<file path="config.mk">
export PLATFORM = sky130hd
export DESIGN_NAME = cvsd_fir
export DESIGN_NICKNAME = d
export VERILOG_FILES = /design/src/rtl/cvsd_pkg.sv /design/src/rtl/cvsd_fir.sv
export SDC_FILE = /design/constraint.sdc
export NUM_CORES = 2
export LEC_CHECK = 0
export ABC_AREA = 1
export BUFFER_PORTS_ARGS = -buffer_cell sky130_fd_sc_hd__buf_4
export CAP_MARGIN = 20
export CORE_MARGIN = 3
export CORE_UTILIZATION = 65
export DETAILED_ROUTE_END_ITERATION = 8
export PLACE_DENSITY = 0.8
export SETUP_SLACK_MARGIN = 0.1
export SYNTH_ARGS = -nofsm -noshare
export SYNTH_HDL_FRONTEND = slang
export SYNTH_SLANG_ARGS = --single-unit
export TNS_END_PERCENT = 100
</file>
<file path="constraint.sdc">
create_clock -name clk -period 9.6 [get_ports clk]
set_clock_uncertainty 0.2 [all_clocks]
set_input_delay 0.96 -clock clk [delete_from_list [all_inputs] [get_ports clk]]
set_output_delay 0.96 -clock clk [all_outputs]
set_load 0.01 [all_outputs]
</file>
<file path="src/rtl/cvsd_pkg.sv">
package cvsd_pkg;

    localparam int FIR_TAPS  = 57;
    localparam int TAP_W     = $clog2(FIR_TAPS);
    localparam int CMP_STEPS = 15;

    localparam logic [16:0] STEP_MIN    = 17'd2726;
    localparam logic [16:0] STEP_MAX    = 17'd71788;
    localparam logic [3:0]  HIST_RESET  = 4'd10;
    localparam logic [13:0] PCM_GAIN    = 14'd10000;

    // configuration register indexes
    localparam logic [1:0] CFG_HISTORY_BITS = 2'd0;
    localparam logic [1:0] CFG_CHARGE_COEF  = 2'd1;
    localparam logic [1:0] CFG_DECAY_COEF   = 2'd2;
    localparam logic [1:0] CFG_LEAK_COEF    = 2'd3;

    // every FIR coefficient is +/- a power of two: shift amount and sign
    localparam logic [3:0] FIR_SHIFT [FIR_TAPS] = '{
        4'd3, 4'd2, 4'd4, 4'd5, 4'd4, 4'd4, 4'd6, 4'd6, 4'd2, 4'd6,
        4'd7, 4'd5, 4'd7, 4'd7, 4'd7, 4'd6, 4'd8, 4'd8, 4'd3, 4'd8,
        4'd9, 4'd7, 4'd9, 4'd10, 4'd9, 4'd9, 4'd11, 4'd12, 4'd12, 4'd12,
        4'd11, 4'd9, 4'd9, 4'd10, 4'd9, 4'd7, 4'd9, 4'd8, 4'd3, 4'd8,
        4'd8, 4'd6, 4'd7, 4'd7, 4'd7, 4'd5, 4'd7, 4'd6, 4'd2, 4'd6,
        4'd6, 4'd4, 4'd4, 4'd5, 4'd4, 4'd2, 4'd3
    };

    localparam logic FIR_NEG [FIR_TAPS] = '{
        1'b0, 1'b0, 1'b1, 1'b1, 1'b1, 1'b0, 1'b0, 1'b0, 1'b1, 1'b1,
        1'b1, 1'b1, 1'b0, 1'b0, 1'b0, 1'b1, 1'b1, 1'b1, 1'b0, 1'b0,
        1'b0, 1'b0, 1'b1, 1'b1, 1'b1, 1'b0, 1'b0, 1'b0, 1'b0, 1'b0,
        1'b0, 1'b0, 1'b1, 1'b1, 1'b1, 1'b0, 1'b0, 1'b0, 1'b0, 1'b1,
        1'b1, 1'b1, 1'b0, 1'b0, 1'b0, 1'b1, 1'b1, 1'b1, 1'b1, 1'b0,
        1'b0, 1'b0, 1'b1, 1'b1, 1'b1, 1'b0, 1'b0
    };

    typedef struct packed {
        logic [7:0] data_byte;
        logic       run_start;
    } in_item_t;

    typedef struct packed {
        logic signed [15:0] pcm_sample;
        logic               last_of_byte;
    } out_item_t;

    typedef struct packed {
        logic start;
        logic clear;
    } ctl_t;

    typedef struct packed {
        logic busy;
        logic done;
    } stat_t;

    typedef enum logic [2:0] {
        ST_IDLE,
        ST_DEC,
        ST_CMP,
        ST_FIR,
        ST_OUT
    } state_t;

endpackage

</file>
<file path="src/rtl/cvsd_fir.sv">
module cvsd_fir
    import cvsd_pkg::*;
(
    input  logic               clk,
    input  logic               rst_n,
    input  ctl_t               ctl,
    input  logic signed [15:0] sample,
    output stat_t              stat,
    output logic signed [15:0] y
);

    logic signed [15:0] hist_reg [FIR_TAPS];
    logic [TAP_W-1:0]   tap_reg;
    logic               busy_reg;
    logic               done_reg;
    logic signed [31:0] acc_reg;

    logic signed [31:0] term;
    logic signed [31:0] acc_next;
    logic signed [17:0] acc_q;

    always_comb
    begin
        term     = {{16{hist_reg[0][15]}}, hist_reg[0]} <<< FIR_SHIFT[tap_reg];
        acc_next = FIR_NEG[tap_reg] ? (acc_reg - term) : (acc_reg + term);
        acc_q    = acc_reg[31:14];
        if ((acc_q[17:15] == 3'b000) || (acc_q[17:15] == 3'b111))
            y = acc_q[15:0];
        else if (acc_q[17])
            y = 16'sh8000;
        else
            y = 16'sh7FFF;
    end

    // history is a ring: push on start, then one full rotation while summing
    always_ff @(posedge clk or negedge rst_n)
    begin
        if (!rst_n)
        begin
            for (int i = 0; i < FIR_TAPS; i++)
                hist_reg[i] <= '0;
            tap_reg  <= '0;
            busy_reg <= 1'b0;
            done_reg <= 1'b0;
        end
        else
        begin
            done_reg <= 1'b0;
            if (ctl.clear)
            begin
                for (int i = 0; i < FIR_TAPS; i++)
                    hist_reg[i] <= '0;
            end
            else if (ctl.start)
            begin
                for (int i = 1; i < FIR_TAPS; i++)
                    hist_reg[i] <= hist_reg[i-1];
                hist_reg[0] <= sample;
                tap_reg     <= '0;
                busy_reg    <= 1'b1;
            end
            else if (busy_reg)
            begin
                for (int i = 0; i < FIR_TAPS - 1; i++)
                    hist_reg[i] <= hist_reg[i+1];
                hist_reg[FIR_TAPS-1] <= hist_reg[0];
                tap_reg <= tap_reg + 1'b1;
                if (tap_reg == TAP_W'(FIR_TAPS - 1))
                begin
                    busy_reg <= 1'b0;
                    done_reg <= 1'b1;
                end
            end
        end
    end

    always_ff @(posedge clk)
    begin
        if (ctl.start)
            acc_reg <= '0;
        else if (busy_reg)
            acc_reg <= acc_next;
    end

    assign stat.busy = busy_reg;
    assign stat.done = done_reg;

endmodule

</file>
# --- After elaboration in Yosys (flattened, before gate mapping) ---
# Memories as Yosys holds them, arrays and structs flattened.
# Cells that the tools add are included.
classes:
  muxes: 19
  bitwise_logic: 2
  n_addsub: 3
  n_shift: 1
  reduce_logical: 5
  n_eq_ne: 2
  magnitude_cmp: 1
op_table:
  columns: ["operator", "n"]
  rows:
  - ["two-way mux 912 bit", 3]
  - ["adder 32 bit", 1]
  - ["two-way mux 16 bit", 2]
  - ["two-way mux 32 bit", 1]
  - ["<<< shifter 32 x 4 -> 32 bit", 1]
  - ["subtractor 32 bit", 1]
  - ["two-way mux 6 bit", 2]
  - ["two-way mux 1 bit", 9]
  - ["two-way mux 4 bit", 2]
  - [">= comparator 7 bit (second input constant)", 1]
  - ["inverter 6 -> 7 bit", 1]
  - ["adder 6 x 1 -> 6 bit (second input constant)", 1]
  - ["equality test 6 bit (second input constant)", 1]
  - ["equality test 3 bit (second input constant)", 1]
  - ["zero test 3 bit", 1]
  - ["nonzero test 3 bit", 1]
  - ["AND reduction 2 bit", 1]
  - ["nonzero test 2 bit", 1]
  - ["logical OR 1 bit", 1]
  - ["inverter 1 bit", 1]
totals:
  reg_bits: 952
  output_inout_bits: 18
  mem_bits_ro: 320
  mem_count: 2
  in_bits: 20
memory_table:
  columns: ["memory", "words", "width", "rd", "rd_clocked_by_memory_dff", "write_ports", "line", "text"]
  rows:
  - ["(no name shown)", 64, 4, 1, 0, 0, "cvsd_fir.sv:24", "term = {{16{hist_reg[0][15]}}, hist_reg[0]} <<< FIR_SHIFT[tap_reg];"]
  - ["(no name shown)", 64, 1, 1, 0, 0, "cvsd_fir.sv:25", "acc_next = FIR_NEG[tap_reg] ? (acc_reg - term) : (acc_reg + term);"]

# --- Logic depth before layout (Yosys ltp) ---
logic_depth:
  word_depth: 7
  depth_mapped: 44

# --- Least setup slack after synthesis ---
# OpenSTA, ideal clock, no wires.
synth_timing:
  kind: "reg-to-reg"
  startpoint: "register tap_reg[2]"
  endpoint: "register acc_reg[26]"
  path_buffers: 0
  t_arrival_ns: 4.565
  path_slack_ns: 4.720
  stages_incl_launch_ff: 33
  setup_time_ns: 0.115
  cell_sequence: "dfrtp_1 inv_2 ha_1 or2_1 o211ai_1 nand2_1 o21ai_4 inv_4 nand3_1 nand3_1 nor2_1 nor2_2 nor2_1 xnor2_1 inv_1 ha_1 a21oi_1 nand2_1 nand2_1 nand2_1 a21oi_1 o21ai_0 a21boi_0 o21ai_0 a21boi_0 nor2_1 nand2_1 nand2_1 nand2_1 nand2_1 xor2_1 o21ai_0 inv_1"
synth_between:
  elab_chain_len: 7
synth_lines:
  columns: ["item", "line", "text"]
  rows:
  - ["start, declared", "cvsd_fir.sv:13", "logic [TAP_W-1:0] tap_reg;"]
  - ["start signal, assigned", "cvsd_fir.sv:67", "tap_reg <= tap_reg + 1'b1;"]
  - ["inverter 6 -> 7 bit (implied by the code) *", "cvsd_fir.sv:24, cvsd_fir.sv:25", null]
  - ["memory read (64 x 4 bit)", null, null]
  - ["two-way mux 4 bit (implied by the code) (2 in a row)", "cvsd_fir.sv:24", null]
  - ["<<< shifter 32 x 4 -> 32 bit", "cvsd_fir.sv:24", null]
  - ["adder 32 bit or subtractor 32 bit (tied branches)", "cvsd_fir.sv:25", null]
  - ["two-way mux 32 bit *", "cvsd_fir.sv:25", null]
  - ["end signal, assigned", "cvsd_fir.sv:82", "acc_reg <= acc_next;"]
  - ["end, declared", "cvsd_fir.sv:16", "logic signed [31:0] acc_reg;"]
# Mark *: on every way between the ends. The rest lies on a longest branch, timed or not. The select of a mux whose other input is x is not followed.
# A chain may end at the register's enable or synchronous reset.

# --- Final worst setup path ---
# Ends and elaborated chain as after synthesis.

==> flow_metrics.env <==
export IMPL_status="finished clean"
export IMPL_rsz0062_at_grt="false"
export IMPL_core_sq_mm=0.0719
export IMPL_synth_top_area_cell="dfrtp_1"
export IMPL_slowest_delay_ns=0.67
export IMPL_setup_viol=0
export IMPL_slew_headroom_pct=20.9
export IMPL_worst_pin_slew_ns=1.19
export IMPL_dr_wl_met3_um=6180
export IMPL_hpwl_um=60100
export IMPL_hold_violations=0
export IMPL_cp_end_kind="flop"
export IMPL_min_path_type="primary input to asynchronous set/reset pin"
export IMPL_p_leak_nw=23.7
export IMPL_critical_path_arrival_ns=6.71
export IMPL_synth_ff_type="dfrtp_1"
export IMPL_start_util_pct=65.9
export IMPL_die_area_sq_mm=0.0761
export IMPL_synth_edf_count=0
export IMPL_top_layer="met4"
export IMPL_placed_cell_area_sq_mm=0.0473
export IMPL_root_buffer="clkbuf_16"
export IMPL_synthTopCellsByArea="dfrtp_1 49%, o21ai_0 15%, nand2_1 9.0%"
export IMPL_maxCapViolCount=0
export IMPL_ys_seq_area_share_pct=50.0
export IMPL_fmax_mhz=158
export IMPL_post_route_util_pct=70.9
export IMPL_final_net_count=5720
export IMPL_yosysWarningCount=0
export IMPL_wl_per_cell_um=16.5
export IMPL_cts_resized=0
export IMPL_final_cells=6685
export IMPL_diodes=0
export IMPL_num_rows=98
export IMPL_grt_max_degree=272
export IMPL_power_switching_mw=3.55
export IMPL_htreeDepth=3
export IMPL_clk_pin_slew_worst_paths_ns=0.06
export IMPL_met1Wirelength_um=49700
export IMPL_gp_congestion=0.874
export IMPL_yosysMostFrequentCell="o21ai_0"
export IMPL_grt_ovfl_total=0
export IMPL_syn_area_sq_mm=0.0473
export IMPL_drv_slew=0
export IMPL_clock_sinks=952
export IMPL_combPwrFrac_pct=23.7
export IMPL_p_clk_share_pct=36.4
export IMPL_p_per_area_mw_per_mm2=222
export IMPL_die_width_um=276
export IMPL_grt_pass1_wl_um=187000
export IMPL_synth_top_cell_area_share_pct=48.6
export IMPL_fin_crit_sh_pct=66.1
export IMPL_crit_type="flop to flop"
export IMPL_clk_latency_ns=0.67
export IMPL_syn_to_final_growth_pct=7.55
export IMPL_vias=40500
export IMPL_ctsHoldBuffers=0
export IMPL_largest_register_ffs=912
export IMPL_syn_avg_cell_area_sq_um=7.93
export IMPL_syn_nets=6035
export IMPL_die_h_um=276
export IMPL_power_internal_mw=7.76
export IMPL_netlist_instances=5970
export IMPL_cp_max_fo=19
export IMPL_cp_slowest_cell="dfrtp_1"
export IMPL_drt_initial_drc_count=4396
export IMPL_path_common_cell="nand2_1"
export IMPL_tns_ns=0
export IMPL_post_route_cell_area_sq_mm=0.0509
export IMPL_peakVddDrop_mv=0.176
export IMPL_numCtsBuffers=100
export IMPL_fin_ws_ns=3.26
export IMPL_antenna_found_initial=1
export IMPL_hold_ws_ns=0.0632
export IMPL_cts_tree="built"
export IMPL_p_sw_share_pct=31.4
export IMPL_grt_total_usage_pct=28.8
export IMPL_cts_setup_buffers=0
export IMPL_synthTopCellsByCount="1,414 x o21ai_0, 1,136 x nand2_1, 920 x dfrtp_1"
export IMPL_wl_met2_um=52200
export IMPL_seq_power_share_pct=39.9
export IMPL_ys_async_sr_fraction_pct=96.6
export IMPL_ys_types=54
export IMPL_fillers=5659
export IMPL_grt_pass1_vias=38000
export IMPL_pin_count=38
export IMPL_min_period_ns=6.34
export IMPL_dp_slack_ns=3.35
export IMPL_required_ns=9.97
export IMPL_dr_pass1_iters=6
export IMPL_portBuffers=37
export IMPL_clock_path_buffers=3
export IMPL_drt_wl_total_um=110000
export IMPL_drc_errors=0
export IMPL_dp_cells=6501
export IMPL_antenna_left=0
export IMPL_cp_start_kind="flop"
export IMPL_viasPerCell=6.06
export IMPL_ys_ff_latch=952
export IMPL_power_mw=11.3
export IMPL_final_layout_size_suffix_gt1_share_pct=5.04
## worst max-delay path: cells and delay by family, from the launching register on
family          cells  cell delay (ns)
compound gates      8             2.17
simple gates       16             1.84
flops               1             0.67
fa+ha+maj           2             0.65
buf+inv             4             0.53
xor+xnor            2             0.19
## placed cells by master (no fill, tap or decap), drive strengths merged, types with 76 or more instances in the layout
master	synthesis	final
nor2	111	111
buf	33	76
inv	579	582
o21ai	1429	1429
a21oi	76	76
nand3	570	570
nand2	1143	1143
clkbuf	460	144
o22ai	452	452
dfrtp	920	920
## routing by layer
layer | GRT usage, % | vias up
li1 | - | 19600
met1 | 42.1 | 19600
met2 | 45.9 | 1134
met3 | 4.00 | 156
met4 | 6.73 | 0
met5 | 0 | -
## logic make-up after synthesis
group                      Yosys count  synth area share, %
AOI/OAI and AO/OA                 2000                 22.6
and+or+nand+nor                   1850                 16.6
buffers and inverters             1074                 8.70
DFF                                952                 50.0
xor gates and xnor gates            49                0.906
adders and majority gates           45                 1.20
## power by group through the flow
stage	Combinational, mW	Sequential, mW	Clock [mW]
floorplan	2.05	4.51	0
finish	2.68	4.51	4.12
detailed placement	2.65	4.58	0
global placement	2.61	4.57	0
global route	3.07	4.54	4.34
CTS	2.68	4.51	4.18
## worst paths after layout
path / end / depth (start not counted) / start / slack (ns)
max reg2reg: acc_reg[26] / 32 / tap_reg[2] / 3.26
max: acc_reg[26] / 32 / tap_reg[2] / 3.26
max in group asynchronous: hist_reg[633] / 3 / rst_n / 7.04
min reg2reg: acc_reg[4] / 2 / acc_reg[4] / 0.28
min in group clk: acc_reg[4] / 2 / acc_reg[4] / 0.28
min: hist_reg[846] / 1 / rst_n / 0.06
## final cells by class
class / instances / area, sq um / share of cell area (%)
flip-flops and latches: 952 / 23700 / 46.5
repair buffers: 76 / 751 / 1.47
inverters: 581 / 2210 / 4.33
well taps: 950 / 1190 / 2.33
clock inverters: 38 / 623 / 1.22
clock buffers: 144 / 2910 / 5.71
multi-input cells: 3944 / 19600 / 38.5
Note: power is estimated with default switching activity, not from simulation.
