**src/rtl/cvsd_pkg.sv**
```systemverilog
package cvsd_pkg;

    localparam int FIR_TAPS  = 57;
    localparam int TAP_W     = $clog2(FIR_TAPS);
    localparam int CMP_STEPS = 15;

    localparam logic [16:0] STEP_MIN    = 17'd2726;
    localparam logic [16:0] STEP_MAX    = 17'd71788;
    localparam logic [3:0]  HIST_RESET  = 4'd10;
    localparam logic [13:0] PCM_GAIN    = 14'd10000;

    // configuration register indexes
    localparam logic [1:0] CFG_HISTORY_BITS = 2'd0;
    localparam logic [1:0] CFG_CHARGE_COEF  = 2'd1;
    localparam logic [1:0] CFG_DECAY_COEF   = 2'd2;
    localparam logic [1:0] CFG_LEAK_COEF    = 2'd3;

    // every FIR coefficient is +/- a power of two: shift amount and sign
    localparam logic [3:0] FIR_SHIFT [FIR_TAPS] = '{
        4'd3, 4'd2, 4'd4, 4'd5, 4'd4, 4'd4, 4'd6, 4'd6, 4'd2, 4'd6,
        4'd7, 4'd5, 4'd7, 4'd7, 4'd7, 4'd6, 4'd8, 4'd8, 4'd3, 4'd8,
        4'd9, 4'd7, 4'd9, 4'd10, 4'd9, 4'd9, 4'd11, 4'd12, 4'd12, 4'd12,
        4'd11, 4'd9, 4'd9, 4'd10, 4'd9, 4'd7, 4'd9, 4'd8, 4'd3, 4'd8,
        4'd8, 4'd6, 4'd7, 4'd7, 4'd7, 4'd5, 4'd7, 4'd6, 4'd2, 4'd6,
        4'd6, 4'd4, 4'd4, 4'd5, 4'd4, 4'd2, 4'd3
    };

    localparam logic FIR_NEG [FIR_TAPS] = '{
        1'b0, 1'b0, 1'b1, 1'b1, 1'b1, 1'b0, 1'b0, 1'b0, 1'b1, 1'b1,
        1'b1, 1'b1, 1'b0, 1'b0, 1'b0, 1'b1, 1'b1, 1'b1, 1'b0, 1'b0,
        1'b0, 1'b0, 1'b1, 1'b1, 1'b1, 1'b0, 1'b0, 1'b0, 1'b0, 1'b0,
        1'b0, 1'b0, 1'b1, 1'b1, 1'b1, 1'b0, 1'b0, 1'b0, 1'b0, 1'b1,
        1'b1, 1'b1, 1'b0, 1'b0, 1'b0, 1'b1, 1'b1, 1'b1, 1'b1, 1'b0,
        1'b0, 1'b0, 1'b1, 1'b1, 1'b1, 1'b0, 1'b0
    };

    typedef struct packed {
        logic [7:0] data_byte;
        logic       run_start;
    } in_item_t;

    typedef struct packed {
        logic signed [15:0] pcm_sample;
        logic               last_of_byte;
    } out_item_t;

    typedef struct packed {
        logic start;
        logic clear;
    } ctl_t;

    typedef struct packed {
        logic busy;
        logic done;
    } stat_t;

    typedef enum logic [2:0] {
        ST_IDLE,
        ST_DEC,
        ST_CMP,
        ST_FIR,
        ST_OUT
    } state_t;

endpackage

```
**src/rtl/cvsd_dec.sv**
```systemverilog
module cvsd_dec
    import cvsd_pkg::*;
(
    input  logic               clk,
    input  logic               rst_n,
    input  ctl_t               ctl,
    input  logic               bit_in,
    input  logic [2:0]         history_bits,
    input  logic [15:0]        charge_coef,
    input  logic [15:0]        decay_coef,
    input  logic [15:0]        leak_coef,
    output stat_t              stat,
    output logic signed [31:0] integ
);

    logic [3:0]         hist_reg;
    logic [16:0]        step_reg;
    logic signed [31:0] integ_reg;
    logic [31:0]        sum_reg;
    logic               leak_reg;
    logic               done_reg;

    logic [3:0]  mask;
    logic [3:0]  hist_new;
    logic        run;
    logic [33:0] step_ext;
    logic [33:0] sum_wide;
    logic [31:0] sum_sat;
    logic [16:0] diff;
    logic [32:0] cprod;
    logic [17:0] cstep;
    logic [32:0] dprod;
    logic [16:0] step_new;
    logic [31:0] lmag_in;
    logic [47:0] lprod;
    logic [31:0] integ_new;

    always_comb
    begin
        mask     = (history_bits >= 3'd4) ? 4'hF : 4'h7;
        hist_new = {hist_reg[2:0], bit_in} & mask;
        run      = (hist_new == 4'd0) || (hist_new == mask);

        step_ext = {17'd0, step_reg};
        sum_wide = {{2{integ_reg[31]}}, integ_reg} + (bit_in ? step_ext : (34'd0 - step_ext));
        if (!sum_wide[33] && (sum_wide[32:31] != 2'b00))
            sum_sat = 32'h7FFF_FFFF;
        else if (sum_wide[33] && (sum_wide[32:31] != 2'b11))
            sum_sat = 32'h8000_0000;
        else
            sum_sat = sum_wide[31:0];

        diff  = STEP_MAX - step_reg;
        cprod = diff * charge_coef;
        cstep = {1'b0, STEP_MAX} - {1'b0, cprod[32:16]};
        dprod = step_reg * decay_coef;
        if (run)
        begin
            if (cstep > {1'b0, STEP_MAX})
                step_new = STEP_MAX;
            else if (cstep < {1'b0, STEP_MIN})
                step_new = STEP_MIN;
            else
                step_new = cstep[16:0];
        end
        else
        begin
            if (dprod[32:16] < STEP_MIN)
                step_new = STEP_MIN;
            else
                step_new = dprod[32:16];
        end

        // leak: magnitude times coefficient, truncated toward zero
        lmag_in   = sum_reg[31] ? (32'd0 - sum_reg) : sum_reg;
        lprod     = lmag_in * leak_coef;
        integ_new = sum_reg[31] ? (32'd0 - lprod[47:16]) : lprod[47:16];
    end

    always_ff @(posedge clk or negedge rst_n)
    begin
        if (!rst_n)
        begin
            hist_reg  <= HIST_RESET;
            step_reg  <= STEP_MIN;
            integ_reg <= '0;
            leak_reg  <= 1'b0;
            done_reg  <= 1'b0;
        end
        else
        begin
            done_reg <= 1'b0;
            if (ctl.clear)
            begin
                hist_reg  <= HIST_RESET;
                step_reg  <= STEP_MIN;
                integ_reg <= '0;
            end
            else if (ctl.start)
            begin
                hist_reg <= hist_new;
                step_reg <= step_new;
                leak_reg <= 1'b1;
            end
            else if (leak_reg)
            begin
                integ_reg <= $signed(integ_new);
                leak_reg  <= 1'b0;
                done_reg  <= 1'b1;
            end
        end
    end

    always_ff @(posedge clk)
    begin
        if (ctl.start)
            sum_reg <= sum_sat;
    end

    assign stat.busy = leak_reg;
    assign stat.done = done_reg;
    assign integ     = integ_reg;

endmodule

```
**config.mk**
```make
export PLATFORM = sky130hd
export DESIGN_NAME = cvsd_dec
export DESIGN_NICKNAME = d
export VERILOG_FILES = /design/src/rtl/cvsd_pkg.sv /design/src/rtl/cvsd_dec.sv
export SDC_FILE = /design/constraint.sdc
export NUM_CORES = 2
export LEC_CHECK = 0
export BUFFER_PORTS_ARGS = -buffer_cell sky130_fd_sc_hd__buf_2
export CAP_MARGIN = 20
export CORE_MARGIN = 1
export CORE_UTILIZATION = 45
export CTS_CLUSTER_SIZE = 14
export DETAILED_ROUTE_END_ITERATION = 6
export HOLD_SLACK_MARGIN = 0.12
export PLACE_DENSITY = 0.64
export SLEW_MARGIN = 0
export SYNTH_ARGS = -nofsm -noshare
export SYNTH_HDL_FRONTEND = slang
export SYNTH_SLANG_ARGS = --single-unit
```
**constraint.sdc**
```tcl
create_clock -name clk -period 29.2 [get_ports clk]
set_clock_uncertainty 0.05 [all_clocks]
set_input_delay 8.76 -clock clk [delete_from_list [all_inputs] [get_ports clk]]
set_output_delay 8.76 -clock clk [all_outputs]
set_load 0.02 [all_outputs]
```
======== After elaboration in Yosys (flattened, before gate mapping) ========
Index checks and enable logic that the tools add are counted.
W data, S select, Z words.
storage, ports and cells
  flip-flop bits (word level) ............. 86
  bits of input ports ..................... 56
cells by class
  add/sub/neg operators ................... 6
  multiply operators ...................... 3
  order comparisons ....................... 4
  eq/ne operators ......................... 3
  mux-type cells .......................... 20
  bitwise gates (word level) .............. 1
  reductions and logical operators ........ 9
operators with widths
  kind                      count
  $mux W32                  6
  $mux W17                  6
  $mul A17 B16 Y33          2
  $sub A1 B32 Y32 const A   2
  $mul A32 B16 Y48          1
  $add A34 B34 Y34          1
  $mux W34                  1
  $gt A18 B17 Y1 const B    1
  $lt A18 B12 Y1 const B    1
  $sub A1 B17 Y18 const A   1
  $sub A17 B17 Y18 const A  1
  $lt A17 B12 Y1 const B    1
  $sub A17 B17 Y17 const A  1
  $mux W3                   2
  $reduce_bool A2 Y1        3
  $and A4 B4 Y4             1
  $eq A4 B4 Y1              1
  $logic_not A4 Y1          1
  $mux W1                   4
  $mux W4                   1
  $ne A2 B2 Y1 const B      2
  $ge A3 B3 Y1 const B      1
  $logic_and A1 B1 Y1       2
  $reduce_and A2 Y1         1
  2 further kinds           2

======== Depth between registers and ports, before layout ========
  depth after elaboration ................. 9
  gate-level depth with buffers ........... 41
  mapped depth without buffers ............ 38

======== Least setup slack after synthesis ========
OpenSTA, ideal clock, no wires.
  path type ............................... input port to flip-flop
  start point ............................. input charge_coef[7]
  end point ............................... register step_reg[10]
  data arrival time ....................... 16.150 ns
  data required time ...................... 29.072 ns
  setup slack ............................. 12.922 ns
  cell stages on the path ................. 31
  path buffers ............................ 4
  cells stage by stage .................... buf_1 > clkbuf_1 > nand2_1 > fa_1 > inv_1 > fa_1 > inv_1 > fa_1 > inv_1 > fa_1 > fa_1 > inv_1 > fa_1 > inv_1 > ha_1 > nand4_2 > nor4_1 > o2bb2ai_1 > nor3b_1 > or2_2 > ha_1 > clkbuf_1 > nor4_1 > mux2i_1 > or4_1 > a22o_1 > nand4b_1 > a21oi_2 > buf_6 > or3_1 > a21oi_1
between the ends
  longest elaborated chain between the ends .. 8
ends and longest elaborated chain
  element               line             source
  from (decl)           cvsd_dec.sv:9    input logic [15:0] charge_coef,
  $mul A17 B16 Y33 *    cvsd_dec.sv:54   cprod = diff * charge_coef;
  $sub A17 B17 Y18 *    cvsd_dec.sv:55   cstep = {1'b0, STEP_MAX} - {1'b0, cprod[32:16]};
  $lt A18 B12 Y1        cvsd_dec.sv:61   else if (cstep < {1'b0, STEP_MIN})
  $mux W17              cvsd_dec.sv:61
  $mux W17 *            cvsd_dec.sv:59   if (cstep > {1'b0, STEP_MAX})
  $mux W17 *            cvsd_dec.sv:57   if (run)
  $mux W17 *            cvsd_dec.sv:99   else if (ctl.start)
  $mux W17 *            cvsd_dec.sv:93   if (ctl.clear)
  to (signal assigned)  cvsd_dec.sv:102  step_reg <= step_new;
  to (decl)             cvsd_dec.sv:17   logic [16:0] step_reg;
Mark *: on every way between the ends. The rest lies on a longest branch, timed or not. The select of a mux whose other input is x is not followed.
A chain may end at the register's enable or synchronous reset.

======== Final worst setup path ========
  start point ............................. input charge_coef[1]
  end point ............................... register step_reg[1]
The elaborated chain is that of the path after synthesis.

==> metrics.md <==
| Metric | Value |
|---|---|
| # IOs | `90` |
| Clk Latency, worst-skew pair | `0.36 ns` |
| Crit path time final | `17.00 ns` |
| Post-synth top area cell | `fa_1` |
| Vias in the first global route | `33700` |
| Critical Path AT | `17.22 ns` |
| WL per Instance | `17.8 µm` |
| Clk sinks | `86` |
| Post-detailed-route count of antenna-violating nets | `0` |
| Synth top cells by count | `inv_1 (901), nand2_1 (843), fa_1 (832)` |
| CP endpoint kind | `flip-flop` |
| HP Start | `integ[10]` |
| Buffers on Ports | `87` |
| Net count after synthesis | `6048` |
| Ys flop type | `dfrtp_1` |
| Share of the synthesized area in the top cell type | `0.405` |
| Pre-antenna DRT Iters | `6` |
| Die Span X | `304 µm` |
| Cell types occupying the most area after synthesis | `fa_1 (40%), ha_1 (11%), inv_1 (8.2%)` |
| Fin nets | `5971` |
| # rows | `110` |
| First-pass GRT wire length | `177000 µm` |
| WL met3 | `6460 µm` |
| EDFF count, synth | `32` |
| Placer Congestion | `0.913` |
| GR Util All Layers | `0.236` |
| Crit-path slowest cell | `nor4_2` |
| Routed WL | `105000 µm` |
| Status | `completed` |
| Total CTS buffers | `9` |
| Worst flop-to-flop path startpoint | `sum_reg[0]` |
| Routed met2 length | `51400 µm` |
| Routed vias/inst | `5.43` |
| Ant. Diodes | `0` |
| Post-synthesis cell type count | `101` |
| Fin. max-slew vios | `0` |
| Hold/Removal Path Class | `reg2reg` |
| Critical path peak fanout | `17` |
| CP max stage delay | `0.89 ns` |
| Seq/Total Area, Yosys | `0.0564` |
| Seq cells post-synth | `86` |
| Unrepaired setup endpoints after global routing | `no` |
| Crit path buf inv count | `4` |
| Die area | `92700 µm²` |
| Top Metal Used | `met4` |
| Syn_area_per_cell | `8.57 µm²` |
| CP Launch Point | `charge_coef[1]` |
| Post-DP HPWL | `83000 µm` |
| GRT overflow | `0` |
| Most common cell in the netlist | `inv_1` |
| Ys Warns | `0` |
| Delay-heaviest family, CP | `adder cells` |
| Crit path required time | `29.42 ns` |
| CP Launch Type | `input pin` |
| Slew at the pin closest to its max-slew limit | `1.08 ns` |
| Syn-to-layout area delta | `4.32%` |
| Die Ht | `304 µm` |
| Htree depth | `3` |
| Initial drt markers | `1857` |
| Fillers | `8876` |
| Slew margin rel. | `0.275` |
| Clk buf depth | `2` |
| Layout cells sized above 1 | `0.0501` |
| Tcrit/Tclk final | `0.582` |
| Vias | `32100` |
| Initial Util | `0.456` |
| Cts hold-fix bufs | `0` |
| DRC | `0` |
| Root Buffer | `clkbuf_16` |
| Post-CTS setup buffer count | `0` |
| Post-Route Setup TNS | `0 ns` |
| Pin count of the biggest net entering global routing | `55` |
| Final Setup Violations | `0` |
| Fmax | `58.8 MHz` |
| Initial antenna violation count | `0` |
| Netlist Area Pre-Place | `41200 µm²` |
| Post-Syn Instances | `4803` |
| Max-cap violations | `0` |
| Clk pin slew, worst setup/hold paths | `0.07 ns` |
| WL met1 | `45800 µm` |
| # resized after CTS | `0` |
| CTS tree | `built` |
| Critical path type | `in2reg` |
| Final hold vios | `0` |
| Async S/R FF share, synth | `0.628` |
| Top cell by count, worst path | `fa_1` |
| Core footprint | `90300 µm²` |
## metrics by stage
step	hold WS (ns)	setup slack (ns)	utilization	cells	instance area (µm²)
6_report	0.476	12.20	0.476	5907	42900
2_1_floorplan	0.446	12.92	-	4803	41200
5_1_grt	0.520	11.62	0.476	5907	42900
4_1_cts	0.481	12.23	0.475	5906	42900
3_5_place_dp	0.457	11.86	0.472	5890	42700
3_3_place_gp	0.452	11.88	0.472	5889	42600
## layout make-up
type	count	area (µm²)	area share
Inverter	903	3390	0.0789
Timing Repair Buffer	151	927	0.0216
Clock buffer	10	229	0.00533
Multi-Input combinational cell	3575	34600	0.805
Tap cell	1176	1470	0.0343
Sequential cell	86	2320	0.0540
Clock inverter	6	46.3	0.00108
## placed cells by master (no fill, tap or decap), types with 8 or more instances in the layout
cell type and instances:
nand2b_1 24, and2_1 351, dfrtp_1 47, or4_1 10
nor2b_1 18, nor4_1 9, or3_1 25, nand2_1 843
inv_1 901, buf_2 87, o21a_1 16, o21bai_1 19
fa_1 832, nor3_1 43, a21o_1 80, o211ai_1 21
and4_1 9, xnor2_1 117, and3_1 23, buf_4 62
nand3_1 46, xor2_1 62, a31oi_1 23, o21ai_0 138
clkbuf_16 9, edfxtp_1 32, o221ai_1 8, ha_1 357
o2111ai_1 12, o31ai_1 24, or2_2 16, mux2i_1 10
a21oi_1 147, nand4_1 23, nor2_1 104, a211oi_1 13
## logic make-up (layout without fill, tap and decap cells)
family                   Yosys count  after routing  synth area share
AND/OR/NAND/NOR                 1568           1568             0.181
flip-flops                        86             86            0.0564
multiplexers                      16             16           0.00432
XOR/XNOR                         182            182            0.0391
AO/OA/AOI/OAI                    620            620             0.102
adder cells (fa/ha/maj)         1189           1189             0.513
buffers and inverters           1142           1070             0.105
## final timing paths
check                                    to  slack, ns  cells after the start
min in group asynchronous         integ[31]       8.50                      2
worst max-delay path            step_reg[1]      12.20                     29
worst min-delay path              integ[10]       0.48                      2
worst min register to register    integ[10]       0.48                      2
worst max register to register    integ[31]      18.48                     34
max in group asynchronous          leak_reg      20.03                      2
## tightest hold or removal path, stage by stage, from the launching register on
cell and delay [ns]:
dfrtp_1 0.38, nand2_1 0.05, o21ai_0 0.06
## metal layers
layer  GRT usage  vias to the layer above
li1            -                    14800
met1       0.318                    16400
met2       0.407                      781
met3      0.0328                       86
met4      0.0406                        0
met5           0                        -
Power is not shown: default switching activity piles up to over one toggle a cycle in this logic, so the estimate is an artifact.
