$ cat config.mk
export PLATFORM = sky130hd
export DESIGN_NAME = cvsd_cmp
export DESIGN_NICKNAME = d
export VERILOG_FILES = /design/src/rtl/cvsd_pkg.sv /design/src/rtl/cvsd_cmp.sv
export SDC_FILE = /design/constraint.sdc
export NUM_CORES = 1
export LEC_CHECK = 0
export ABC_AREA = 1
export BUFFER_PORTS_ARGS = -buffer_cell sky130_fd_sc_hd__buf_2
export CAP_MARGIN = 20
export CORE_ASPECT_RATIO = 1.75
export CORE_MARGIN = 3
export CORE_UTILIZATION = 31
export DETAILED_ROUTE_END_ITERATION = 6
export GPL_ROUTABILITY_DRIVEN = 0
export MAX_ROUTING_LAYER = met4
export SLEW_MARGIN = 20
export SYNTH_ARGS = -nofsm -noshare
export SYNTH_HDL_FRONTEND = slang
export SYNTH_SLANG_ARGS = --single-unit
$ cat constraint.sdc
create_clock -name clk -period 5.75 [get_ports clk]
set_input_delay 0.2875 -clock clk [delete_from_list [all_inputs] [get_ports clk]]
set_output_delay 0.2875 -clock clk [all_outputs]
set_load 0.005 [all_outputs]
$ cat src/rtl/cvsd_pkg.sv
package cvsd_pkg;

    localparam int FIR_TAPS  = 57;
    localparam int TAP_W     = $clog2(FIR_TAPS);
    localparam int CMP_STEPS = 15;

    localparam logic [16:0] STEP_MIN    = 17'd2726;
    localparam logic [16:0] STEP_MAX    = 17'd71788;
    localparam logic [3:0]  HIST_RESET  = 4'd10;
    localparam logic [13:0] PCM_GAIN    = 14'd10000;

    // configuration register indexes
    localparam logic [1:0] CFG_HISTORY_BITS = 2'd0;
    localparam logic [1:0] CFG_CHARGE_COEF  = 2'd1;
    localparam logic [1:0] CFG_DECAY_COEF   = 2'd2;
    localparam logic [1:0] CFG_LEAK_COEF    = 2'd3;

    // every FIR coefficient is +/- a power of two: shift amount and sign
    localparam logic [3:0] FIR_SHIFT [FIR_TAPS] = '{
        4'd3, 4'd2, 4'd4, 4'd5, 4'd4, 4'd4, 4'd6, 4'd6, 4'd2, 4'd6,
        4'd7, 4'd5, 4'd7, 4'd7, 4'd7, 4'd6, 4'd8, 4'd8, 4'd3, 4'd8,
        4'd9, 4'd7, 4'd9, 4'd10, 4'd9, 4'd9, 4'd11, 4'd12, 4'd12, 4'd12,
        4'd11, 4'd9, 4'd9, 4'd10, 4'd9, 4'd7, 4'd9, 4'd8, 4'd3, 4'd8,
        4'd8, 4'd6, 4'd7, 4'd7, 4'd7, 4'd5, 4'd7, 4'd6, 4'd2, 4'd6,
        4'd6, 4'd4, 4'd4, 4'd5, 4'd4, 4'd2, 4'd3
    };

    localparam logic FIR_NEG [FIR_TAPS] = '{
        1'b0, 1'b0, 1'b1, 1'b1, 1'b1, 1'b0, 1'b0, 1'b0, 1'b1, 1'b1,
        1'b1, 1'b1, 1'b0, 1'b0, 1'b0, 1'b1, 1'b1, 1'b1, 1'b0, 1'b0,
        1'b0, 1'b0, 1'b1, 1'b1, 1'b1, 1'b0, 1'b0, 1'b0, 1'b0, 1'b0,
        1'b0, 1'b0, 1'b1, 1'b1, 1'b1, 1'b0, 1'b0, 1'b0, 1'b0, 1'b1,
        1'b1, 1'b1, 1'b0, 1'b0, 1'b0, 1'b1, 1'b1, 1'b1, 1'b1, 1'b0,
        1'b0, 1'b0, 1'b1, 1'b1, 1'b1, 1'b0, 1'b0
    };

    typedef struct packed {
        logic [7:0] data_byte;
        logic       run_start;
    } in_item_t;

    typedef struct packed {
        logic signed [15:0] pcm_sample;
        logic               last_of_byte;
    } out_item_t;

    typedef struct packed {
        logic start;
        logic clear;
    } ctl_t;

    typedef struct packed {
        logic busy;
        logic done;
    } stat_t;

    typedef enum logic [2:0] {
        ST_IDLE,
        ST_DEC,
        ST_CMP,
        ST_FIR,
        ST_OUT
    } state_t;

endpackage

$ cat src/rtl/cvsd_cmp.sv
module cvsd_cmp
    import cvsd_pkg::*;
(
    input  logic               clk,
    input  logic               rst_n,
    input  logic               start,
    input  logic signed [31:0] integ,
    output stat_t              stat,
    output logic signed [15:0] sample
);

    logic        busy_reg;
    logic        load_reg;
    logic        done_reg;
    logic [3:0]  cnt_reg;
    logic        neg_reg;
    logic [44:0] mag_reg;
    logic [46:0] rem_reg;
    logic [45:0] div_reg;
    logic [14:0] q_reg;

    logic [31:0] abs_in;
    logic [45:0] gprod;
    logic [46:0] rem_sh;
    logic        ge;

    always_comb
    begin
        abs_in = integ[31] ? (32'd0 - integ) : integ;
        gprod  = abs_in * PCM_GAIN;
        rem_sh = {rem_reg[45:0], 1'b0};
        ge     = rem_sh >= {1'b0, div_reg};
    end

    always_ff @(posedge clk or negedge rst_n)
    begin
        if (!rst_n)
        begin
            busy_reg <= 1'b0;
            load_reg <= 1'b0;
            done_reg <= 1'b0;
            cnt_reg  <= '0;
        end
        else
        begin
            done_reg <= 1'b0;
            if (start)
            begin
                busy_reg <= 1'b1;
                load_reg <= 1'b1;
            end
            else if (load_reg)
            begin
                load_reg <= 1'b0;
                cnt_reg  <= '0;
            end
            else if (busy_reg)
            begin
                cnt_reg <= cnt_reg + 4'd1;
                if (cnt_reg == 4'(CMP_STEPS - 1))
                begin
                    busy_reg <= 1'b0;
                    done_reg <= 1'b1;
                end
            end
        end
    end

    // restoring divide: q = mag * 2^15 / (mag + 2^31), one bit per cycle
    always_ff @(posedge clk)
    begin
        if (start)
        begin
            mag_reg <= gprod[44:0];
            neg_reg <= integ[31];
        end
        else if (load_reg)
        begin
            rem_reg <= {2'b00, mag_reg};
            div_reg <= {1'b0, mag_reg} + 46'h0000_8000_0000;
            q_reg   <= '0;
        end
        else if (busy_reg)
        begin
            rem_reg <= ge ? (rem_sh - {1'b0, div_reg}) : rem_sh;
            q_reg   <= {q_reg[13:0], ge};
        end
    end

    assign stat.busy = busy_reg;
    assign stat.done = done_reg;
    assign sample    = neg_reg ? $signed(16'd0 - {1'b0, q_reg}) : $signed({1'b0, q_reg});

    a_rem_below_div: assert property (@(posedge clk) disable iff (!rst_n)
        (busy_reg && !load_reg) |-> (rem_reg < {1'b0, div_reg}))
        else $error("divider remainder not below divisor");

endmodule

# ---- Word-level counts from Yosys, hierarchy flattened
# Cells that the tools add are included.
dict set report op_classes {
  addsub 5
  n_mul 1
  magnitude_cmp 1
  n_eq_ne 2
  n_mux 17
  n_bitwise 1
  n_reduce_logical 3
}
# cell count
set ops {}
lappend ops {{46-bit two-way mux} 2}
lappend ops {{47-bit by 46-bit >= comparator with 1-bit output} 1}
lappend ops {{45-bit by 32-bit adder with 46-bit output, second input constant} 1}
lappend ops {{46-bit subtractor} 1}
lappend ops {{45-bit two-way mux} 1}
lappend ops {{32-bit by 10-bit multiplier with 41-bit output, second input constant} 1}
lappend ops {{32-bit two-way mux} 1}
lappend ops {{1-bit by 32-bit subtractor with 32-bit output, first input constant} 1}
lappend ops {{16-bit two-way mux} 1}
lappend ops {{1-bit by 15-bit subtractor with 16-bit output, first input constant} 1}
lappend ops {{15-bit two-way mux} 1}
lappend ops {{1-bit two-way mux} 9}
lappend ops {{4-bit two-way mux} 2}
lappend ops {{4-bit by 1-bit adder with 4-bit output, second input constant} 1}
lappend ops {{4-bit equality test, second input constant} 1}
lappend ops {{2-bit AND reduction} 2}
lappend ops {{2-bit inequality test, second input constant} 1}
lappend ops {{2-bit nonzero test} 1}
lappend ops {{1-bit NOT} 1}
dict set report word_totals {
  ff_bits 156
  in_bits 35
  output_inout_bits 18
}

# ---- Longest topological paths before layout
# Gate-level depths: netlist of run 1.
dict set report depth {
  depth_word 5
  mapped_depth 33
}

# ---- Worst setup path after synthesis of run 1
# Ideal clock, no wire load.
dict set report synth_path {
  path_type {input -> register}
  startpoint {input port integ[1]}
  endpoint {register mag_reg[43] (data pin)}
  setup_ns 0.258
  arrival_time_ns 5.016
  slack_ns 0.476
  path_stages 26
  path_buffers 0
  cell_sequence {inv_1 ha_1 nand3_1 inv_1 nand4_1 inv_1 nand2_1 o21ai_2 nand2_1 inv_1 o21ai_0 xor2_1 fa_1 ha_1 fa_1 ha_1 inv_1 fa_1 inv_1 ha_1 a21oi_1 a21boi_0 o21ai_0 a21oi_1 nand3_1 xor2_1}
}
dict set report synth_between {
  elab_chain_cells 3
}
# item line
set synth_rtl {}
lappend synth_rtl {{from (decl)} cvsd_cmp.sv:7} ;# input logic signed [31:0] integ,
lappend synth_rtl {{1-bit by 32-bit subtractor with 32-bit output} cvsd_cmp.sv:29} ;# abs_in = integ[31] ? (32'd0 - integ) : integ;
lappend synth_rtl {{32-bit two-way mux (*)} cvsd_cmp.sv:29}
lappend synth_rtl {{32-bit by 10-bit multiplier with 41-bit output (*)} cvsd_cmp.sv:30} ;# gprod = abs_in * PCM_GAIN;
lappend synth_rtl {{via gprod[43]} cvsd_cmp.sv:23} ;# logic [45:0] gprod;
lappend synth_rtl {{to (signal assigned)} cvsd_cmp.sv:74} ;# mag_reg <= gprod[44:0];
lappend synth_rtl {{to (decl)} cvsd_cmp.sv:17} ;# logic [44:0] mag_reg;
# The timed path passes the listed nets; every way through them passes the cells marked *.
# A chain may end at the register's enable or synchronous reset.

# ---- Worst setup path in the final report of run 1
dict set report layout_path {
  startpoint {input port integ[0]}
  endpoint {register mag_reg[34] (data pin)}
}
# The elaborated chain is that of the path after synthesis.

==> metrics, run 1 <==
Synth area leaders edfxtp_1 26%, ha_1 14%, nand2_1 13%; RSZ-0062 raised after global routing no; 1st-pass router iterations 5; status complete, no violations; Netlist Area Pre-Place 16300 um2; Synth Area in Adders 0.222; crit path DAT between 5 and 6 ns; input/output buffers 52; Clock Path Buffers 3; slowest stage delay, CP 0.54 ns; Ports 53; Startpoint Class input port; post-synth top area share 0.260; fin crit share 0.945; commonest non-fill, non-tap cell in the layout nand2_1; Clk Latency, worst-skew pair 0.48 ns; Post-route DRC 0; Async SR Flop Fraction 0.0473; Area Overhead vs Synth 16.5%; final cell count without fillers 3056; fmax approximately 180 MHz; initial antenna violation count 0; wire per inst 15.0 um; drt total wl 45.8 mm; Chip Width 179 um; Num CTS Buffers 25; #FFs+latches synth approximately 150; CP Buf/Inv Count 12; dpl cells around 3000; CP most frequent cell inv_1; fillers approximately 5500; Syn Inst Count 2196; via count 14300; Tmin final 5.43 ns; CP Class in -> reg; Synth cell types 43; largest net degree at the start of global routing 61; Synth Area in Simple Gates 0.252; antenna fix cells 0; Main synth FF type edfxtp_1; initial drt markers approximately 660; Slew Viols, Final 0; CP required 5.95 ns; Final HPWL DP slightly below 40 mm; complex-gate fraction of the synthesized area 0.0714; die area 55400 um2; Least-Margin Pin Slew 0.870 ns; number of setup violations in the final report 0; GRT overflow 0; core area 51700 um2; Vias/cell 4.69; syn_area_per_cell 7.41 um2; die height 309 um; sequential fraction of the synthesis area 0.271; highest fanout seen on the critical path 4; GRT Util Overall 0.174; row count 110; Synth area leader edfxtp_1; post-route ant nets 0; Clock Skews 0.0332 ns; Final Hold Fails 0; syn_nets between 2000 and 2500; global-route wire length before repair 73.9 mm; root buffer cell clkbuf_16; Synth warnings 0; most frequent cells in the layout 565 x nand2_1, 469 x inv_1, 186 x nor2_1, 178 x ha_1, 141 x edfxtp_1; crit end category flip-flop; multiplexer share of the synthesized area 0; Hold Path Class in -> reg; Min Hold Slack 0.157 ns; placed cell area 18200 um2; number of synthesized flops with an enable pin 141; relative slew slack 0.420; largest family of logic cells by synthesized area simple AND/OR/NAND/NOR gates; critical path's top delay family adder cells; Final Net Count 2662; vias in the first global route 15100; post-synthesis xor/xnor area fraction 0.0644; Initial Utilization 0.315; Final Cell Area between 15000 and 20000 um2; CTS clk-pin slew, worst paths 0.06 ns; MaxCap Viol Count 0; TritonCTS sink count 148; H-tree lvl count 4; CTS tree built; CP max-delay cell fa_1; share of layout cells above drive strength 1 0.107
-- final timing paths --
check | to | depth (start not counted) | slack, ns | start
hold reg to reg | div_reg[15] | 0 | 0.44 | mag_reg[15]
min in group asynchronous | busy_reg | 2 | 0.17 | rst_n
max in group asynchronous | load_reg | 2 | 5.41 | rst_n
setup reg to reg | q_reg[11] | 7 | 2.43 | load_reg
setup / recovery | mag_reg[34] | 31 | 0.32 | integ[0]
hold / removal | mag_reg[4] | 2 | 0.16 | integ[0]
-- synthesized netlist by cell type (4+ instances only) --
| master | number |
|---|---|
| buf_2 | 5 |
| a21o_1 | 17 |
| nand2_1 | 567 |
| buf_4 | 7 |
| edfxtp_1 | 141 |
| buf_6 | 4 |
| a21oi_1 | 86 |
| nand4_1 | 17 |
| nor2_1 | 188 |
| a31oi_1 | 5 |
| o21ai_1 | 15 |
| o211ai_1 | 4 |
| nand3_1 | 123 |
| nand2_2 | 7 |
| nor2_2 | 10 |
| clkbuf_1 | 10 |
| fa_1 | 69 |
| o21bai_1 | 15 |
| o21ai_0 | 52 |
| nand3b_1 | 34 |
| dfrtp_1 | 7 |
| inv_1 | 469 |
| ha_1 | 178 |
| xnor2_1 | 29 |
| nor3_1 | 18 |
| xor2_1 | 87 |
-- worst register-to-register path: stages (launching register included) --
cell     delay [ns]
dfrtp_2        0.33
buf_4          0.47
inv_2          0.52
nor2_4         0.20
buf_4          0.51
inv_1          0.15
nand2_2        0.08
buf_4          0.58
-- area by class of cell --
class | count | area [um2] | area share
well taps | 672 | 841 | 0.0443
clock inverters | 6 | 80.1 | 0.00422
multi-input cells | 1548 | 9970 | 0.526
clock buffers | 25 | 626 | 0.0330
flip-flops and latches | 148 | 4410 | 0.233
repair buffers | 186 | 1270 | 0.0669
inverters | 471 | 1770 | 0.0932
-- metrics by stage --
step,worst slack (ns),util,setup TNS [ns]
after floorplan,0.476,-,0
after global placement,-0.410,0.352,-1.73
after detailed placement,-0.454,0.352,-2.43
after CTS,0.0334,0.366,0
after global routing,0.00313,0.366,0
final,0.318,0.366,0
-- cells by family (layout without fill, tap and decap cells) --
group | Yosys count | after routing
and+or+nand+nor | 977 | 977
buffers and inverters | 500 | 688
adders and majority gates | 247 | 247
AOI/OAI and AO/OA | 206 | 206
DFF | 148 | 148
xor gates and xnor gates | 118 | 118
-- metal layers --
| metal | vias to the layer above | share of wire | global-route usage |
|---|---|---|---|
| met1 | 6632 | 0.34 | 0.151 |
| met4 | 0 | 0.078 | 0.122 |
| met2 | 283 | 0.57 | 0.345 |
| li1 | 7258 | - | - |
| met3 | 163 | 0.017 | 0.0104 |
| met5 | - | 0 | - |
-- repair_timing --
| item | in CTS | in global routing |
|---|---|---|
| hold endpoints to repair | 7 | 0 |
| gates resized for setup | 0 | 14 |
| setup endpoints to repair | 0 | 10 |
| setup buffers | 0 | 2 |
| hold buffers | 1 | 0 |
Power of run 1 is not shown: default switching activity piles up to over one toggle a cycle in this logic, so the estimate is an artifact.
==> run 2: changes to the inputs <==
--- a/config.mk
+++ b/config.mk
@@ -11,6 +11,7 @@
 export CORE_ASPECT_RATIO = 1.75
 export CORE_MARGIN = 3
 export CORE_UTILIZATION = 31
+export CTS_BUF_LIST = sky130_fd_sc_hd__clkbuf_8
 export DETAILED_ROUTE_END_ITERATION = 6
 export GPL_ROUTABILITY_DRIVEN = 0
 export MAX_ROUTING_LAYER = met4
==> metrics, run 2 (synthesis results as in run 1) <==
initial drt markers 678 (+2.9%); critical path's top delay family adder cells; Clk Latency, worst-skew pair 0.51 ns (+0.03 ns); fmax 183 MHz (-0.37%); Post-route DRC 0 (unchanged); slowest stage delay, CP 0.54 ns (about the same); commonest non-fill, non-tap cell in the layout nand2_1; RSZ-0062 raised after global routing yes; initial antenna violation count 1 (+1); TritonCTS sink count 148 (unchanged); highest fanout seen on the critical path 4 (unchanged); row count 110 (unchanged); Clock Skews 0.0470 ns (+0.0138 ns); Worst Hold End mag_reg[4]; Least-Margin Pin Slew 0.878 ns (+0.00889 ns); Startpoint Class input port; RR Startpoint rem_reg[38]; global-route wire length before repair 73.7 mm (-0.29%); CP Buf/Inv Count 12 (unchanged); hold_sp integ[0]; Final HPWL DP 39.0 mm (unchanged); dpl cells 3022 (unchanged); root buffer cell clkbuf_8; Chip Width 179 um (unchanged); Final Util 0.361 (-0.00575); post-CTS setup buffers 0 (unchanged); CTS tree built; Hold Path Class in -> reg; Tmin final 5.45 ns (+0.0203 ns); final cell count without fillers 3055 (-0.033%); input/output buffers 52 (unchanged); 1st-pass router iterations 5 (unchanged); CP most frequent cell inv_1; Worst R2R Path Depth 12 (+5); MaxCap Viol Count 0 (unchanged); CP required 5.97 ns (+0.02 ns); placed cell area 18200 um2 (unchanged); Slew Viols, Final 0 (unchanged); die height 309 um (unchanged); Num CTS Buffers 25 (unchanged); number of setup violations in the final report 0 (unchanged); status complete, no violations; vias in the first global route 15000 (-0.48%); die area 55400 um2 (unchanged); GRT Util Overall 0.174 (-0.000373); Final Hold Fails 0 (unchanged); Final Cell Area 18700 um2 (-1.6%); post-route ant nets 0 (unchanged); CP max-delay cell fa_1; flop2flop setup slack 2.43 ns (about the same); Area Overhead vs Synth 14.7%; Final Net Count 2660 (-0.075%); Ports 53 (unchanged); GRT overflow 0 (unchanged); core area 51700 um2 (unchanged); Vias/cell 4.68 (-0.32%); via count 14300 (-0.35%); relative slew slack 0.414 (-0.00593); wire per inst 14.9 um (-0.42%); Hold Crit Depth 2 (unchanged); largest net degree at the start of global routing 61 (unchanged); crit path DAT 5.67 ns (+0.04 ns); drt total wl 45.6 mm (-0.45%); share of layout cells above drive strength 1 0.106 (-0.00117); most frequent cells in the layout 566 x nand2_1, 469 x inv_1, 186 x nor2_1, 178 x ha_1, 141 x edfxtp_1; R2R Path End rem_reg[4]; fin crit share 0.948 (+0.00353); CTS clk-pin slew, worst paths 0.08 ns (+0.02 ns); H-tree lvl count 4 (unchanged); CP Class in -> reg; Clock Path Buffers 3 (unchanged); crit end category flip-flop; Initial Utilization 0.315 (unchanged)
-- run 2: cell type report --
cell class / instances / area, um2
timing repair buffer: 184 / 1250
antenna: 1 / 2.50
clock inverter: 6 / 80.1
tap: 672 / 841
multi-input combinational: 1548 / 9970
inverter: 471 / 1770
clock buffer: 25 / 344
fill: 5573 / 33100
sequential: 148 / 4410
-- run 2: metrics by stage --
stage	TNS [ns]	setup WS, ns	hold WS [ns]
after floorplan	0	0.476	-0.00809
after global placement	-1.73	-0.410	0.122
after detailed placement	-2.43	-0.454	0.133
after CTS	0	0.0707	0.113
after global routing	-0.0196	-0.0196	0.139
final	0	0.298	0.139
-- run 2: worst max path at each step --
stage | from | end | slack, ns | depth (start not counted)
after detailed placement | integ[0] | mag_reg[42] | -0.45 | 28
after CTS | integ[0] | mag_reg[42] | 0.07 | 28
after floorplan | integ[1] | mag_reg[43] | 0.48 | 26
after global placement | integ[0] | mag_reg[42] | -0.41 | 28
after global routing | integ[0] | mag_reg[42] | -0.02 | 30
final | integ[0] | mag_reg[34] | 0.30 | 31
-- run 2: worst reg2reg max path: stages, from the launching register on --
cell and delay [ns]:
edfxtp_1 0.40, ha_1 0.39, nand2_1 0.11, nor2_1 0.25, nand2_1 0.19, nor2_2 0.15
nand4_1 0.18, nand2_1 0.14, nor2_2 0.08, nand2_4 0.07, buf_4 0.48, nand2_1 0.47
o21ai_0 0.26
-- run 2: per-layer routing --
metal | part of all wire | up-vias | GRT usage | wire (um)
li1 | - | 7251 | - | -
met1 | 0.34 | 6603 | 0.151 | 15400
met2 | 0.57 | 262 | 0.344 | 25900
met3 | 0.015 | 170 | 0.0108 | 673
met4 | 0.080 | 0 | 0.122 | 3640
met5 | 0 | - | - | 0
-- run 2: timing repair --
item	4_1_cts	5_1_grt
resized for setup	0	12
endpoints found under the setup margin	0	9
hold buffers	1	0
hold endpoints to repair	7	0
Power of run 2 is left out for the same reason.
==> run 3: changes to the inputs <==
--- a/config.mk
+++ b/config.mk
@@ -5,7 +5,6 @@
 export SDC_FILE = /design/constraint.sdc
 export NUM_CORES = 1
 export LEC_CHECK = 0
-export ABC_AREA = 1
 export BUFFER_PORTS_ARGS = -buffer_cell sky130_fd_sc_hd__buf_2
 export CAP_MARGIN = 20
 export CORE_ASPECT_RATIO = 1.75
==> metrics, run 3 <==
GRT overflow 0 (unchanged); Setup WS pre-CTS -1.42 ns (-0.965 ns); 1st-pass router iterations 5 (unchanged); wire per inst 15.1 um (+1.3%); Synth warnings 0 (unchanged); Chip Width 169 um (-5.4%); vias in the first global route 12500 (-17%); die height 292 um (-5.5%); Tmin final 6.34 ns (+0.889 ns); flop2flop setup slack 1.64 ns (-0.79 ns); syn_area_per_cell 9.35 um2 (+26%); Post-route DRC 0 (unchanged); most frequent cells in the layout 211 x buf_4, 210 x inv_1, 142 x ha_1, 141 x edfxtp_1, 118 x nand2_1; Worst setup startpoint integ[9]; syn_nets 1832 (-26%); worst setup slack after layout -0.592 ns (-0.889 ns); most frequent cell after synthesis inv_1; Final HPWL DP 28.9 mm (-26%); number of synthesized flops with an enable pin 141 (unchanged); post-route ant nets 0 (unchanged); Area Overhead vs Synth 27.8%; fillers 4511 (-19%); row count 104 (-5.5%); Final Util 0.402 (+0.0415); Main synth FF type edfxtp_1; fmax 158 MHz (-14%); failing checks setup timing; post-synth top area share 0.292 (+0.0320); CP required 5.98 ns (about the same); commonest non-fill, non-tap cell in the layout buf_4; TritonCTS sink count 148 (unchanged); RSZ-0062 raised after global routing yes; Least-Margin Pin Slew 0.837 ns (-0.0412 ns); initial antenna violation count 1 (unchanged); input/output buffers 52 (unchanged); status finished, violations left; met1 GRT Util 0.139 (-0.0117); Synth area leader edfxtp_1; Hold Path Class in -> async; Synth area leaders edfxtp_1 29%, ha_1 15%, fa_1 9.5%; via count 11900 (-17%); Worst R2R Path Depth 12 (unchanged); gr busiest metal met2; relative slew slack 0.442 (+0.0275); Final Hold Fails 0 (unchanged); crit path DAT 6.58 ns (+0.91 ns); Syn Inst Count 1550 (-29%); CP Class in -> reg; GR met2 Demand/Resource 0.295 (-0.0487); Vias/cell 4.97 (+6.3%); #FFs+latches synth 148 (unchanged); Startpoint Class input port; Clock Skews 0.0273 ns (-0.0197 ns); GR Util met3 0.0126 (+0.00179); CTS clk-pin slew, worst paths 0.11 ns (+0.03 ns); commonest cells in the netlist 229 x inv_1, 178 x ha_1, 141 x edfxtp_1, 124 x nand2_1, 99 x xnor2_1; number of setup violations in the final report 11 (+11); drt total wl 36.1 mm (-21%); R2R Path End rem_reg[43]; Clock Path Buffers 2 (-1); fin crit share 1.10 (+0.155); core area 46100 um2 (-11%); Slew Viols, Final 0 (unchanged); Ports 53 (unchanged); Async SR Flop Fraction 0.0473 (unchanged); crit end category flip-flop; CTS tree built; largest net degree at the start of global routing 58 (-4.9%); die area 49500 um2 (-11%); highest fanout seen on the critical path 3 (-1); Synth cell types 63 (+47%); sequential fraction of the synthesis area 0.304 (+0.0333); Num CTS Buffers 17 (-32%); initial drt markers 476 (-30%); Final Net Count 2075 (-22%); GRT Util Overall 0.148 (-0.0264); Netlist Area Pre-Place 14500 um2 (-11%); global-route wire length before repair 58.4 mm (-21%); H-tree lvl count 4 (unchanged); MaxCap Viol Count 0 (unchanged); Initial Utilization 0.315 (about the same); share of layout cells above drive strength 1 0.256 (+0.150); root buffer cell clkbuf_8; RR Startpoint rem_reg[19]; Clk Latency, worst-skew pair 0.48 ns (-0.03 ns)
run 3: cell count changes in the layout (fill, tap and decap cells not counted), sizes merged, moves of 17 or more:
cell    previous run  this run
a31oi              5        25
buf              183       276
nand3            125        34
xnor2             29        99
xor2              89        47
nor2b              0        21
inv              471       236
and3               0        17
nor2             199        77
nand2            575       124
a21o              17        49
nand3b            34         0
run 3: routing by layer:
layer  up-vias  wire length [um]
li1       5886                 -
met1      5681             13000
met2       229             21000
met3        88               746
met4         0              1400
met5         -                 0
run 3: timing repair:
| item | CTS | global route |
|---|---|---|
| setup endpoints to repair | 16 | 22 |
| gates resized for setup | 45 | 123 |
| hold endpoints to repair | 7 | 0 |
| setup buffers | 7 | 18 |
| pin swaps | 9 | 80 |
| hold buffers | 1 | 0 |
run 3: final cells by class:
class	instances	area (um2)	share of cell area
Clock inverter	15	184	0.00993
Tap cell	583	729	0.0394
Multi-Input combinational cell	1120	10100	0.545
Antenna cell	1	2.50	0.000135
Inverter	229	860	0.0464
Sequential cell	148	4410	0.238
Clock buffer	17	234	0.0126
Timing Repair Buffer	277	2010	0.109
run 3: metrics by stage:
stage,hold slack [ns],area (um2),std cells,TNS [ns]
after floorplan,-0.00809,14600,1550,-6.27
after global placement,0.133,16900,2331,-19.32
after detailed placement,0.142,16900,2331,-20.82
after CTS,0.144,17700,2371,-4.83
after global routing,0.179,18500,2390,-5.87
final,0.164,18500,2390,-3.92
run 3: worst max path at each step:
stage	end	slack (ns)	cells past startpoint
after global placement	mag_reg[43]	-1.35	25
after global routing	mag_reg[42]	-0.76	26
after floorplan	mag_reg[43]	-0.82	24
after CTS	mag_reg[42]	-0.59	26
after detailed placement	mag_reg[43]	-1.42	24
final	mag_reg[44]	-0.59	24
run 3: logic make-up after synthesis:
kind of cell | after synthesis | synth area share
AOI/OAI and AO/OA | 358 | 0.159
DFF | 148 | 0.304
muxes | 6 | 0.00423
and+or+nand+nor | 363 | 0.122
adders and majority gates | 247 | 0.249
xor gates and xnor gates | 146 | 0.0882
buffers and inverters | 282 | 0.0738
run 3: critical path, cell delays in order:
cell	delay, ns
buf_6	0.09
or4_4	0.55
nor4_4	0.18
or3b_4	0.43
or3_4	0.35
or3_4	0.37
buf_6	0.14
or3_4	0.33
and2_4	0.19
xor2_4	0.19
fa_1	0.54
ha_4	0.21
fa_1	0.47
ha_1	0.30
inv_2	0.04
fa_1	0.52
inv_2	0.05
ha_4	0.27
buf_6	0.10
nor2_4	0.04
nor4b_4	0.22
a21oi_2	0.11
o41a_1	0.45
xnor2_1	0.15
Power of run 3 is left out for the same reason.
